$ cat src/hdl/lru_pkg.sv
// Shared constants and control structs for the LRU page replacement block.
package lru_pkg;

	// Field widths fixed by the block's interface.
	localparam int CFG_W      = 5;
	localparam int SLOT_OUT_W = 4;
	localparam int FAULT_W    = 32;
	localparam int RANK_W     = 4;

	// Defaults for the top-level parameters.
	localparam int DEF_MAX_FRAME_COUNT = 16;
	localparam int DEF_PAGE_BITS       = 16;

	// Number of frames in use after reset.
	localparam logic [CFG_W-1:0] CFG_RESET = CFG_W'(16);

	// Fault counter value at which it stops counting.
	localparam logic [FAULT_W-1:0] FAULT_MAX = '1;

	// Search token flags that ripple from cell to cell.
	typedef struct packed {
		logic              valid;
		logic              hit_found;
		logic              empty_found;
		logic [RANK_W-1:0] hit_rank;
		logic [RANK_W-1:0] best_rank;
	} lru_tok_t;

	// Update command broadcast to every cell when a reference completes.
	typedef struct packed {
		logic              fire;
		logic              was_valid;
		logic              write_page;
		logic [RANK_W-1:0] old_rank;
	} lru_upd_t;

endpackage

$ cat src/hdl/lru_cell.sv
// One frame cell: holds a page, valid bit and recency rank, and steps the search token.
module lru_cell #(
	parameter int MAX_FRAME_COUNT = lru_pkg::DEF_MAX_FRAME_COUNT,
	parameter int PAGE_BITS       = lru_pkg::DEF_PAGE_BITS,
	parameter int INDEX           = 0,
	parameter int SLOT_W          = (MAX_FRAME_COUNT > 1) ? $clog2(MAX_FRAME_COUNT) : 1,
	parameter int CNT_W           = $clog2(MAX_FRAME_COUNT + 1)
) (
	input  logic                 clk,
	input  logic                 arst_n,
	input  logic [CNT_W-1:0]     used,
	input  logic                 clear,
	input  lru_pkg::lru_upd_t    upd,
	input  logic [SLOT_W-1:0]    upd_slot,
	input  logic [PAGE_BITS-1:0] upd_page,
	input  lru_pkg::lru_tok_t    tok_in,
	input  logic [PAGE_BITS-1:0] tok_in_page,
	input  logic [SLOT_W-1:0]    tok_in_hit_slot,
	input  logic [SLOT_W-1:0]    tok_in_empty_slot,
	input  logic [SLOT_W-1:0]    tok_in_best_slot,
	input  logic [PAGE_BITS-1:0] tok_in_best_page,
	output lru_pkg::lru_tok_t    tok_out,
	output logic [PAGE_BITS-1:0] tok_out_page,
	output logic [SLOT_W-1:0]    tok_out_hit_slot,
	output logic [SLOT_W-1:0]    tok_out_empty_slot,
	output logic [SLOT_W-1:0]    tok_out_best_slot,
	output logic [PAGE_BITS-1:0] tok_out_best_page
);
	import lru_pkg::*;

	localparam int RANK_TOP = (MAX_FRAME_COUNT - 1 > 15) ? 15 : MAX_FRAME_COUNT - 1;
	localparam logic [SLOT_W-1:0] MY_SLOT = SLOT_W'(INDEX);
	localparam logic [CNT_W-1:0]  MY_CNT  = CNT_W'(INDEX);
	localparam bit FIRST = (INDEX == 0);

	logic [PAGE_BITS-1:0] page_q;
	logic                 valid_q;
	logic [RANK_W-1:0]    rank_q;
	logic                 in_use;
	lru_tok_t             nxt;
	logic [SLOT_W-1:0]    nxt_hit_slot;
	logic [SLOT_W-1:0]    nxt_empty_slot;
	logic [SLOT_W-1:0]    nxt_best_slot;
	logic [PAGE_BITS-1:0] nxt_best_page;
	logic                 is_target;
	logic                 ages;

	// Only frames below the configured count are searched or chosen.
	assign in_use = (MY_CNT < used);

	// Fold this frame into the running search token.
	always_comb begin
		nxt            = tok_in;
		nxt_hit_slot   = tok_in_hit_slot;
		nxt_empty_slot = tok_in_empty_slot;
		nxt_best_slot  = tok_in_best_slot;
		nxt_best_page  = tok_in_best_page;
		if (in_use && valid_q && (page_q == tok_in_page) && !tok_in.hit_found) begin
			nxt.hit_found = 1'b1;
			nxt.hit_rank  = rank_q;
			nxt_hit_slot  = MY_SLOT;
		end
		if (in_use && !valid_q && !tok_in.empty_found) begin
			nxt.empty_found = 1'b1;
			nxt_empty_slot  = MY_SLOT;
		end
		// Strictly greater keeps the lowest index among equal ranks.
		if (in_use && (FIRST || (rank_q > tok_in.best_rank))) begin
			nxt.best_rank = rank_q;
			nxt_best_slot = MY_SLOT;
			nxt_best_page = page_q;
		end
	end

	// Token flags register; only the valid bit matters at reset.
	always_ff @(posedge clk or negedge arst_n) begin
		if (!arst_n) begin
			tok_out <= '0;
		end else begin
			tok_out <= nxt;
		end
	end

	// Token payload registers.
	always_ff @(posedge clk) begin
		tok_out_page       <= tok_in_page;
		tok_out_hit_slot   <= nxt_hit_slot;
		tok_out_empty_slot <= nxt_empty_slot;
		tok_out_best_slot  <= nxt_best_slot;
		tok_out_best_page  <= nxt_best_page;
	end

	// Decide how this frame reacts to the completing reference.
	assign is_target = (upd_slot == MY_SLOT);
	assign ages      = valid_q && (!upd.was_valid || (rank_q < upd.old_rank))
		&& (rank_q < RANK_W'(RANK_TOP));

	// Valid bit and recency rank; a restart clears both ahead of anything else.
	always_ff @(posedge clk or negedge arst_n) begin
		if (!arst_n) begin
			valid_q <= 1'b0;
			rank_q  <= '0;
		end else if (clear) begin
			valid_q <= 1'b0;
			rank_q  <= '0;
		end else if (upd.fire) begin
			if (is_target) begin
				valid_q <= 1'b1;
				rank_q  <= '0;
			end else if (ages) begin
				rank_q <= rank_q + RANK_W'(1);
			end
		end
	end

	// Page number, written only when a fault loads this frame.
	always_ff @(posedge clk) begin
		if (upd.fire && is_target && upd.write_page) begin
			page_q <= upd_page;
		end
	end

endmodule

$ cat src/hdl/lru_page_replacement.sv
// Top level of the LRU page replacement block: cell row, decision stage and result register.
//
// Each accepted page reference is carried by a search token that steps through a row of
// MAX_FRAME_COUNT frame cells, one cell per clock, collecting the first hit, the first
// empty frame and the least recently used frame. A decision register then holds the choice,
// and once the result register is free all cells update their ranks together while the
// result is loaded into it. A new reference is taken on the edge at which the previous
// result is loaded, so only one reference is in flight at a time; the token ripple
// through the cell row sets how long each reference takes.
// frames_in_use is written through cfg_we/cfg_wdata; the user must write it only while
// the block is idle, which the block itself does not enforce; 0 acts as 1 and values above
// MAX_FRAME_COUNT act as MAX_FRAME_COUNT.
module lru_page_replacement #(
	parameter int MAX_FRAME_COUNT = lru_pkg::DEF_MAX_FRAME_COUNT,
	parameter int PAGE_BITS       = lru_pkg::DEF_PAGE_BITS
) (
	input  logic                           clk,
	input  logic                           arst_n,
	input  logic                           cfg_we,
	input  logic [lru_pkg::CFG_W-1:0]      cfg_wdata,
	input  logic                           in_valid,
	output logic                           in_stall,
	input  logic [PAGE_BITS-1:0]           page,
	input  logic                           restart,
	output logic                           out_valid,
	input  logic                           out_stall,
	output logic                           hit,
	output logic [lru_pkg::SLOT_OUT_W-1:0] frame_slot,
	output logic                           evicted_valid,
	output logic [PAGE_BITS-1:0]           evicted_page,
	output logic [lru_pkg::FAULT_W-1:0]    fault_count
);
	import lru_pkg::*;

	localparam int SLOT_W = (MAX_FRAME_COUNT > 1) ? $clog2(MAX_FRAME_COUNT) : 1;
	localparam int CNT_W  = $clog2(MAX_FRAME_COUNT + 1);
	localparam int CMP_W  = (CNT_W > CFG_W) ? CNT_W : CFG_W;

	// Configuration and frame count in use.
	logic [CFG_W-1:0] cfg_q;
	logic [CMP_W-1:0] cfg_ext;
	logic [CNT_W-1:0] used;

	// Token chain between cells; entry 0 is loaded here, entry k comes from cell k-1.
	lru_tok_t             tok          [MAX_FRAME_COUNT+1];
	logic [PAGE_BITS-1:0] tok_page     [MAX_FRAME_COUNT+1];
	logic [SLOT_W-1:0]    tok_hit_slot [MAX_FRAME_COUNT+1];
	logic [SLOT_W-1:0]    tok_emp_slot [MAX_FRAME_COUNT+1];
	logic [SLOT_W-1:0]    tok_bst_slot [MAX_FRAME_COUNT+1];
	logic [PAGE_BITS-1:0] tok_bst_page [MAX_FRAME_COUNT+1];
	logic [MAX_FRAME_COUNT:0] tok_valid;

	logic                 tok0_valid_q;
	lru_tok_t             tok0;
	logic [PAGE_BITS-1:0] tok0_page_q;

	// Handshake and control.
	logic accept;
	logic fire;
	logic out_free;
	logic busy_q;
	logic clear;

	// Decision stage.
	lru_tok_t             last;
	logic [SLOT_W-1:0]    d_slot;
	logic                 d_was_valid;
	logic [RANK_W-1:0]    d_old_rank;
	logic                 d_evict;
	logic [PAGE_BITS-1:0] d_evict_page;

	logic                 done_q;
	logic                 done_hit_q;
	logic [SLOT_W-1:0]    done_slot_q;
	logic                 done_was_valid_q;
	logic [RANK_W-1:0]    done_old_rank_q;
	logic                 done_evict_q;
	logic [PAGE_BITS-1:0] done_evict_page_q;
	logic [PAGE_BITS-1:0] done_page_q;

	// Fault counter and result register.
	logic [FAULT_W-1:0]   faults_q;
	logic [FAULT_W-1:0]   faults_nxt;
	lru_upd_t             upd;

	logic                  out_valid_q;
	logic                  out_hit_q;
	logic [SLOT_W-1:0]     out_slot_q;
	logic                  out_evict_q;
	logic [PAGE_BITS-1:0]  out_evict_page_q;
	logic [FAULT_W-1:0]    out_faults_q;

	// Configuration register.
	always_ff @(posedge clk or negedge arst_n) begin
		if (!arst_n) begin
			cfg_q <= CFG_RESET;
		end else if (cfg_we) begin
			cfg_q <= cfg_wdata;
		end
	end

	// Clamp the configured count into 1..MAX_FRAME_COUNT.
	assign cfg_ext = CMP_W'(cfg_q);
	always_comb begin
		if (cfg_ext == '0) begin
			used = CNT_W'(1);
		end else if (cfg_ext > CMP_W'(MAX_FRAME_COUNT)) begin
			used = CNT_W'(MAX_FRAME_COUNT);
		end else begin
			used = CNT_W'(cfg_ext);
		end
	end

	// Handshake: one reference in flight, the next taken as the current one completes.
	assign out_free = !out_valid_q || !out_stall;
	assign fire     = done_q && out_free;
	assign in_stall = busy_q && !fire;
	assign accept   = in_valid && !in_stall;
	assign clear    = accept && restart;

	always_ff @(posedge clk or negedge arst_n) begin
		if (!arst_n) begin
			busy_q <= 1'b0;
		end else if (accept) begin
			busy_q <= 1'b1;
		end else if (fire) begin
			busy_q <= 1'b0;
		end
	end

	// Launch a fresh search token on each input transfer.
	always_ff @(posedge clk or negedge arst_n) begin
		if (!arst_n) begin
			tok0_valid_q <= 1'b0;
		end else begin
			tok0_valid_q <= accept;
		end
	end

	always_ff @(posedge clk) begin
		if (accept) begin
			tok0_page_q <= page;
		end
	end

	// A fresh token carries no findings yet.
	always_comb begin
		tok0       = '0;
		tok0.valid = tok0_valid_q;
	end

	assign tok[0]          = tok0;
	assign tok_page[0]     = tok0_page_q;
	assign tok_hit_slot[0] = '0;
	assign tok_emp_slot[0] = '0;
	assign tok_bst_slot[0] = '0;
	assign tok_bst_page[0] = '0;

	// Broadcast update for the reference being completed.
	always_comb begin
		upd.fire       = fire;
		upd.was_valid  = done_was_valid_q;
		upd.write_page = !done_hit_q;
		upd.old_rank   = done_old_rank_q;
	end

	// Row of frame cells.
	for (genvar i = 0; i < MAX_FRAME_COUNT; i++) begin : g_cell
		lru_cell #(
			.MAX_FRAME_COUNT (MAX_FRAME_COUNT),
			.PAGE_BITS       (PAGE_BITS),
			.INDEX           (i),
			.SLOT_W          (SLOT_W),
			.CNT_W           (CNT_W)
		) u_cell (
			.clk                (clk),
			.arst_n             (arst_n),
			.used               (used),
			.clear              (clear),
			.upd                (upd),
			.upd_slot           (done_slot_q),
			.upd_page           (done_page_q),
			.tok_in             (tok[i]),
			.tok_in_page        (tok_page[i]),
			.tok_in_hit_slot    (tok_hit_slot[i]),
			.tok_in_empty_slot  (tok_emp_slot[i]),
			.tok_in_best_slot   (tok_bst_slot[i]),
			.tok_in_best_page   (tok_bst_page[i]),
			.tok_out            (tok[i+1]),
			.tok_out_page       (tok_page[i+1]),
			.tok_out_hit_slot   (tok_hit_slot[i+1]),
			.tok_out_empty_slot (tok_emp_slot[i+1]),
			.tok_out_best_slot  (tok_bst_slot[i+1]),
			.tok_out_best_page  (tok_bst_page[i+1])
		);
	end

	for (genvar k = 0; k <= MAX_FRAME_COUNT; k++) begin : g_tv
		assign tok_valid[k] = tok[k].valid;
	end

	// Pick hit, else first empty frame, else the least recently used frame.
	assign last = tok[MAX_FRAME_COUNT];
	always_comb begin
		if (last.hit_found) begin
			d_slot = tok_hit_slot[MAX_FRAME_COUNT];
		end else if (last.empty_found) begin
			d_slot = tok_emp_slot[MAX_FRAME_COUNT];
		end else begin
			d_slot = tok_bst_slot[MAX_FRAME_COUNT];
		end
		d_was_valid  = last.hit_found || !last.empty_found;
		d_old_rank   = last.hit_found ? last.hit_rank : last.best_rank;
		d_evict      = !last.hit_found && !last.empty_found;
		d_evict_page = d_evict ? tok_bst_page[MAX_FRAME_COUNT] : '0;
	end

	// Decision register, held until the result register can take it.
	always_ff @(posedge clk or negedge arst_n) begin
		if (!arst_n) begin
			done_q <= 1'b0;
		end else if (last.valid) begin
			done_q <= 1'b1;
		end else if (fire) begin
			done_q <= 1'b0;
		end
	end

	always_ff @(posedge clk) begin
		if (last.valid) begin
			done_hit_q        <= last.hit_found;
			done_slot_q       <= d_slot;
			done_was_valid_q  <= d_was_valid;
			done_old_rank_q   <= d_old_rank;
			done_evict_q      <= d_evict;
			done_evict_page_q <= d_evict_page;
			done_page_q       <= tok_page[MAX_FRAME_COUNT];
		end
	end

	// Saturating fault counter; a restart clears it.
	assign faults_nxt = (done_hit_q || (faults_q == FAULT_MAX)) ?
		faults_q : faults_q + FAULT_W'(1);

	always_ff @(posedge clk or negedge arst_n) begin
		if (!arst_n) begin
			faults_q <= '0;
		end else if (clear) begin
			faults_q <= '0;
		end else if (fire) begin
			faults_q <= faults_nxt;
		end
	end

	// Result register.
	always_ff @(posedge clk or negedge arst_n) begin
		if (!arst_n) begin
			out_valid_q <= 1'b0;
		end else if (fire) begin
			out_valid_q <= 1'b1;
		end else if (!out_stall) begin
			out_valid_q <= 1'b0;
		end
	end

	always_ff @(posedge clk) begin
		if (fire) begin
			out_hit_q        <= done_hit_q;
			out_slot_q       <= done_slot_q;
			out_evict_q      <= done_evict_q;
			out_evict_page_q <= done_evict_page_q;
			out_faults_q     <= faults_nxt;
		end
	end

	assign out_valid     = out_valid_q;
	assign hit           = out_hit_q;
	assign frame_slot    = SLOT_OUT_W'(out_slot_q);
	assign evicted_valid = out_evict_q;
	assign evicted_page  = out_evict_page_q;
	assign fault_count   = out_faults_q;

`ifndef SYNTHESIS
	// At most one reference is anywhere in the token row or decision stage.
	a_one_in_flight: assert property (@(posedge clk) disable iff (!arst_n)
		$onehot0({tok_valid, done_q}))
		else $error("more than one reference in flight");

	// While busy, the reference is somewhere in the row or the decision stage.
	a_busy_has_token: assert property (@(posedge clk) disable iff (!arst_n)
		busy_q |-> ((|tok_valid) || done_q))
		else $error("busy with no reference in flight");

	// A result never reports both a hit and an eviction.
	a_hit_no_evict: assert property (@(posedge clk) disable iff (!arst_n)
		out_valid_q |-> !(out_hit_q && out_evict_q))
		else $error("hit reported together with an eviction");

	// A completed fault leaves a nonzero count unless a restart cleared it.
	a_fault_counts: assert property (@(posedge clk) disable iff (!arst_n)
		(fire && !done_hit_q && !clear) |=> (faults_q != '0))
		else $error("fault did not advance the fault counter");
`endif

endmodule
$ cat config.mk
export PLATFORM = sky130hd
export DESIGN_NAME = lru_page_replacement
export DESIGN_NICKNAME = d
export VERILOG_FILES = /design/src/hdl/lru_pkg.sv /design/src/hdl/lru_cell.sv /design/src/hdl/lru_page_replacement.sv
export SDC_FILE = /design/constraint.sdc
export NUM_CORES = 2
export LEC_CHECK = 0
export BUFFER_PORTS_ARGS = -buffer_cell sky130_fd_sc_hd__buf_2
export CAP_MARGIN = 10
export CORE_ASPECT_RATIO = 1.4
export CORE_MARGIN = 4
export CORE_UTILIZATION = 45
export DETAILED_ROUTE_END_ITERATION = 12
export PLACE_DENSITY = 0.67
export SLEW_MARGIN = 20
export SYNTH_ARGS = -nofsm -noshare
export SYNTH_HDL_FRONTEND = slang
export SYNTH_SLANG_ARGS = --single-unit
$ cat constraint.sdc
create_clock -name clk -period 3.7 [get_ports clk]
set_input_delay 0.74 -clock clk [delete_from_list [all_inputs] [get_ports clk]]
set_output_delay 0.74 -clock clk [all_outputs]
set_load 0.005 [all_outputs]
=== After elaboration in Yosys (flattened, before gate mapping) ===
Cells that the tools add are included.

* Register bits: 1325
* Input bits: 27
* Output and inout port bits: 56
* Logic and storage cells: 849

* $add $sub $neg: 17
* Magnitude comparators: 64
* Eq/ne operators: 33
* Muxes and demuxes: 207
* Reductions and logical operators: 304

{| class="wikitable"
|+ Operator list
! kind !! number
|-
| 4-bit 2-to-1 mux || 99
|-
| 16-bit equality test || 16
|-
| 16-bit 2-to-1 mux || 15
|-
| 1-bit logical AND || 162
|-
| 32-bit 2-to-1 mux || 3
|-
| 1-bit 2-to-1 mux || 88
|-
| 4-bit by 1-bit adder with 4-bit output (second input constant) || 16
|-
| 4-bit less-than comparator || 16
|-
| 4-bit less-than comparator (second input constant) || 16
|-
| 2-bit AND reduction || 32
|-
| 4-bit greater-than comparator || 15
|-
| 1-bit zero test || 54
|-
| 3-bit nonzero test || 16
|-
| 4-bit by 5-bit less-than comparator with 1-bit output (first input constant) || 8
|-
| 2-bit nonzero test || 19
|-
| 32-bit by 1-bit adder with 32-bit output (second input constant) || 1
|-
| 32-bit equality test (second input constant) || 1
|-
| 4-bit equality test (second input constant) || 8
|-
| 3-bit by 5-bit less-than comparator with 1-bit output (first input constant) || 4
|-
| 1-bit logical OR || 19
|-
| 4-bit by 3-bit equality test with 1-bit output (second input constant) || 4
|-
| 1-bit by 5-bit less-than comparator with 1-bit output (first input constant) || 2
|-
| 2-bit by 5-bit less-than comparator with 1-bit output (first input constant) || 2
|-
| 5-bit 2-to-1 mux || 2
|-
| 6 further kinds || 7
|}

=== Depth between registers and ports, before layout ===
* Depth in word-level cells: 10
* Gate-level depth with buffers: 9
* Gate-level depth less buffers: 8

=== Modules after synthesis ===
From an unflattened synthesis, not the netlist that was laid out.

* Cell total of the unflattened synthesis: 3591
* Area total of the unflattened synthesis: 50156.9 um^2

{| class="wikitable"
|+ Modules (own cells, without submodules)
! module !! times used !! cells an instance !! area each (um^2) !! sequential area each (um^2)
|-
| lru_page_replacement || 1 || 476 || 6465.0 || 4420.5
|-
| lru_cell (g_cell[14].u_cell) || 1 || 195 || 2800.2 || 1761.7
|-
| lru_cell (g_cell[12].u_cell) || 1 || 197 || 2788.9 || 1761.7
|-
| lru_cell (g_cell[11].u_cell) || 1 || 195 || 2787.7 || 1761.7
|-
| lru_cell (g_cell[8].u_cell) || 1 || 198 || 2786.4 || 1761.7
|-
| lru_cell (g_cell[1].u_cell) || 1 || 195 || 2776.4 || 1761.7
|-
| lru_cell (g_cell[5].u_cell) || 1 || 195 || 2737.6 || 1761.7
|-
| lru_cell (g_cell[9].u_cell) || 1 || 197 || 2733.9 || 1761.7
|-
| lru_cell (g_cell[3].u_cell) || 1 || 195 || 2727.6 || 1761.7
|-
| lru_cell (g_cell[2].u_cell) || 1 || 195 || 2721.4 || 1761.7
|-
| lru_cell (g_cell[13].u_cell) || 1 || 195 || 2707.6 || 1761.7
|-
| lru_cell (g_cell[4].u_cell) || 1 || 197 || 2705.1 || 1761.7
|-
| lru_cell (g_cell[10].u_cell) || 1 || 196 || 2702.6 || 1761.7
|-
| lru_cell (g_cell[6].u_cell) || 1 || 195 || 2701.3 || 1761.7
|-
| 3 more rows || -- || -- || -- || --
|}

=== Worst setup path before layout ===
No wires, ideal clock.

* Path kind: input -> register
* Start point: in out_stall
* End point: reg g_cell[10].u_cell.page_q[0], enable pin
* Setup time: 0.409 ns
* Arrival time: 3.199 ns
* Slack: 0.092 ns
* Stages on the path: 5
* Path through: a21bo_2 buf_2 inv_2 nand2_1 nor3_1

* Longest elaborated chain between the ends: 5

{| class="wikitable"
|+ Ends and longest elaborated chain
! element !! line !! RTL
|-
| from (decl) || lru_page_replacement.sv:26 || <nowiki>input logic out_stall,</nowiki>
|-
| 1-bit zero test || -- ||
|-
| 1-bit logical OR || lru_page_replacement.sv:115 || <nowiki>assign out_free = !out_valid_q || !out_stall;</nowiki>
|-
| 1-bit logical AND || lru_page_replacement.sv:116 || <nowiki>assign fire = done_q && out_free;</nowiki>
|-
| named net fire || lru_page_replacement.sv:59 || <nowiki>logic fire;</nowiki>
|-
| 1-bit logical AND (2 in series) || lru_cell.sv:118 || <nowiki>if (upd.fire && is_target && upd.write_page) begin</nowiki>
|-
| to (signal assigned) || lru_cell.sv:119 || <nowiki>page_q <= upd_page;</nowiki>
|-
| to (decl) || lru_cell.sv:36 || <nowiki>logic [PAGE_BITS-1:0] page_q;</nowiki>
|}

The timed path passes the listed nets, and every way through them passes these cells.
A chain may end at the register's enable or synchronous reset.

==> flow_summary.yaml <==
clock_tree:
  cts.clk_slew.worst_paths_ps: 70
  post-cts-setup-buffers: 0
  h-tree-depth: 3
  root_buffer: "clkbuf_16"
  cts.repair.resized: 0
  clock_sinks: 1325
  clkLatencyLatePin_ps: 720
  cts_buffer_depth: 3
  cts_tree: "yes"
  cts_hold_buffers: 0
  cts_made_buffers: 117
routing:
  drtIter0Drc: 1456
  drt.antenna.violating_nets: 0
  wl_mm: 99.3
  via_per_inst: 5.09
  num_vias: 25800
  wire_per_inst_um: 19.6
  drcViolationCount: 0
  firstDrtPassIters: 5
logic_synthesis:
  synth_area_leader_cell: "dfxtp_1"
  synth_top_area_share_pct: 28.0
  synth_seq_area_share_pct: 67.3
  synth_fp_nets: 3595
  synthCells: 3443
  ys_ff_latch: 1325
  async_flop_share_pct: 22.4
  synth_common_cells: "dfxtp_1, edfxtp_1, mux2_2"
  synth_area_mm2: 0.0471
  yosysMostFrequentCell: "dfxtp_1"
  syn-mean-instance-area_um2: 13.7
  ys_types: 70
  yosys_warnings: 0
  synth-edff-count: 369
  synth.area.top_cells: "dfxtp_1, edfxtp_1, dfrtp_1"
  ys.flop_type: "dfxtp_1"
sta:
  fmax_ghz: 0.339
  slew_headroom_pct: 24.8
  setup_violations: 0
  drv_slew: 0
  finalCriticalPeriod_ps: 2950
  clock_skew_ps: 52.3
  hold_violations: 0
  tns_ps: 0
  rsz0062_at_grt: "no"
  period_share_pct: 79.8
  worst_slew_pin_slew_ps: 1130
grt:
  grt_overflow: 0
  gr-usage-all-layers_pct: 18.1
  grt_max_degree: 86
  busiest_layer: "met2"
  grtUsageMet1_pct: 19.5
  grt_pass1_wl_mm: 153
  met3_usage_pct: 2.68
  met2_usage_pct: 35.1
  antenna_found_initial: 2
  grt_pass1_vias: 27100
finish:
  stdcell_count: 5070
  post-route-cell-area_mm2: 0.0538
  nets: 3769
  diodes: 0
  drive_gt1_share_pct: 21.4
  syn_to_final_growth_pct: 14.1
worst_setup_path:
  r2r_cells: 6
  slowest_delay_ps: 730
  cp-end-kind: "flip-flop"
  critPathSlowestCell: "dfstp_2"
  worst-path-buf-inv: 0
  worstSetupPathType: "reg -> reg"
  cp.required_ps: 4290
  path_delay_family: "simple AND/OR/NAND/NOR gates"
  crit_path_cell_trace: "or3_1, a21oi_1, or4b_1, or4b_4, nor2_8, mux2_4"
  r2r-start: "cfg_ext[4]"
  r2r_slack_ps: 750
  crit_fanout: 14
  timing.rr.end: "g_cell[2].u_cell.tok_out[6]"
  cp.arrival_ps: 3540
  critPathLaunchType: "flip-flop"
floorplan:
  rows: 140
  io-pin-count: 83
  die-height_um: 391
  initial_core_util_pct: 45.3
  core-area_mm2: 0.104
  die_w_um: 281
  dieArea_mm2: 0.110
run_status:
  outcome: "completed"
placement:
  routabilityCongestion: 0.834
  portBuffers: 82
  place_area_mm2: 0.0495
  dp_hpwl_mm: 72.6
  place_inst: 4847
power:
  p_total_mw: 34.9
  p_leak_nw: 22.1
  ir_drop_v: 0.000441
  power.density_mw_per_mm2: 649
worst_hold_path:
  hold_class: "in -> async"
run:
  maxCapViolations: 0
[worst max path at each step]
stage               start                           to  slack [ps]  cells after the start
2_1_floorplan   out_stall  g_cell[10].u_cell.page_q[0]          90                      5
3_3_place_gp    out_stall  g_cell[15].u_cell.page_q[5]         790                      7
3_5_place_dp    out_stall  g_cell[15].u_cell.page_q[3]         750                      7
4_1_cts        cfg_ext[4]  g_cell[2].u_cell.tok_out[6]         730                      6
5_1_grt        cfg_ext[4]  g_cell[2].u_cell.tok_out[5]         660                      6
6_report       cfg_ext[4]  g_cell[2].u_cell.tok_out[6]         750                      6
[state kept, by name, indices dropped and copies added, names as in the netlist, 32 cells and up]
| register | count |
|---|---|
| faults_q | 32 |
| g_cell.u_cell.tok_out | 176 |
| g_cell.u_cell.tok_out_page | 256 |
| g_cell.u_cell.rank_q | 64 |
| fault_count | 32 |
| g_cell.u_cell.tok_out_empty_slot | 49 |
| g_cell.u_cell.tok_out_best_page | 256 |
| g_cell.u_cell.tok_out_best_slot | 49 |
| g_cell.u_cell.page_q | 256 |
| g_cell.u_cell.tok_out_hit_slot | 49 |
[layout make-up]
cell class	count	area, um^2
Timing Repair Buffer	160	1080
Clock buffer	167	3530
Clock inverter	56	709
Tap cell	1349	1690
Inverter	104	390
Multi-Input combinational cell	1909	14700
Sequential cell	1325	31700
Fill cell	8857	50300
[power by group]
part           internal (mW)  switching, mW  total [mW]
Clock                   7.53           5.36        12.9
Combinational           2.49           2.06        4.55
Sequential              16.8          0.691        17.5
Total                   26.8           8.11        34.9
[per-layer routing]
| metal | wire length [um] | share of wire (%) |
|---|---|---|
| met1 | 36800 | 37 |
| met2 | 55200 | 56 |
| met3 | 3690 | 3.7 |
| met4 | 3610 | 3.6 |
| met5 | 0 | 0 |
[cell usage in the layout, fill, tap and decap left out, types with 9 or more instances in the layout]
cell type	synthesis	final
edfxtp_1	369	369
inv_1	103	103
a21o_1	30	30
nor2_1	90	88
o21bai_1	15	15
dfxtp_1	659	659
clkbuf_16	0	128
o21ai_2	0	10
or3_1	17	17
a41oi_1	16	16
buf_4	0	72
a31oi_1	19	19
buf_2	22	81
nor3_1	53	46
nor4_1	45	45
o21a_1	33	32
or4_1	11	11
and3_1	13	13
ha_1	125	125
dfrtp_1	296	295
nor2b_1	51	50
or2_2	68	68
nand2_1	149	149
xnor2_1	108	108
o31ai_1	11	11
clkinv_2	0	23
clkbuf_8	0	18
mux2i_1	10	10
mux2_2	332	332
nand2b_1	64	64
nand4_1	54	54
a21oi_1	108	107
o21ai_0	92	91
xor2_1	184	184
o22ai_1	9	9
clkbuf_1	70	21
and2_1	38	38
nand3_1	67	67
bufinv_16	0	12
o211ai_1	23	23
[logic make-up (layout without fill, tap and decap cells)]
group,after synthesis,in the layout,synth area share [%]
AND/OR/NAND/NOR,746,746,8.54
buffers and inverters,209,487,1.81
adder cells (fa/ha/maj),125,125,3.32
XOR/XNOR,292,292,5.43
AO/OA/AOI/OAI,398,398,5.29
multiplexers,348,348,8.32
flip-flops,1325,1325,67.3
[stage by stage]
| stage | worst slack (ps) | util [%] | hold slack [ps] |
|---|---|---|---|
| 4_1_cts | 734 | 51.7 | 21.3 |
| 3_3_place_gp | 786 | 47.6 | 331 |
| 2_1_floorplan | 91.9 | - | 331 |
| 3_5_place_dp | 749 | 47.6 | 335 |
| 6_report | 748 | 51.7 | 64.4 |
| 5_1_grt | 660 | 51.7 | 73.9 |
Power figures use the tool's default switching activity.
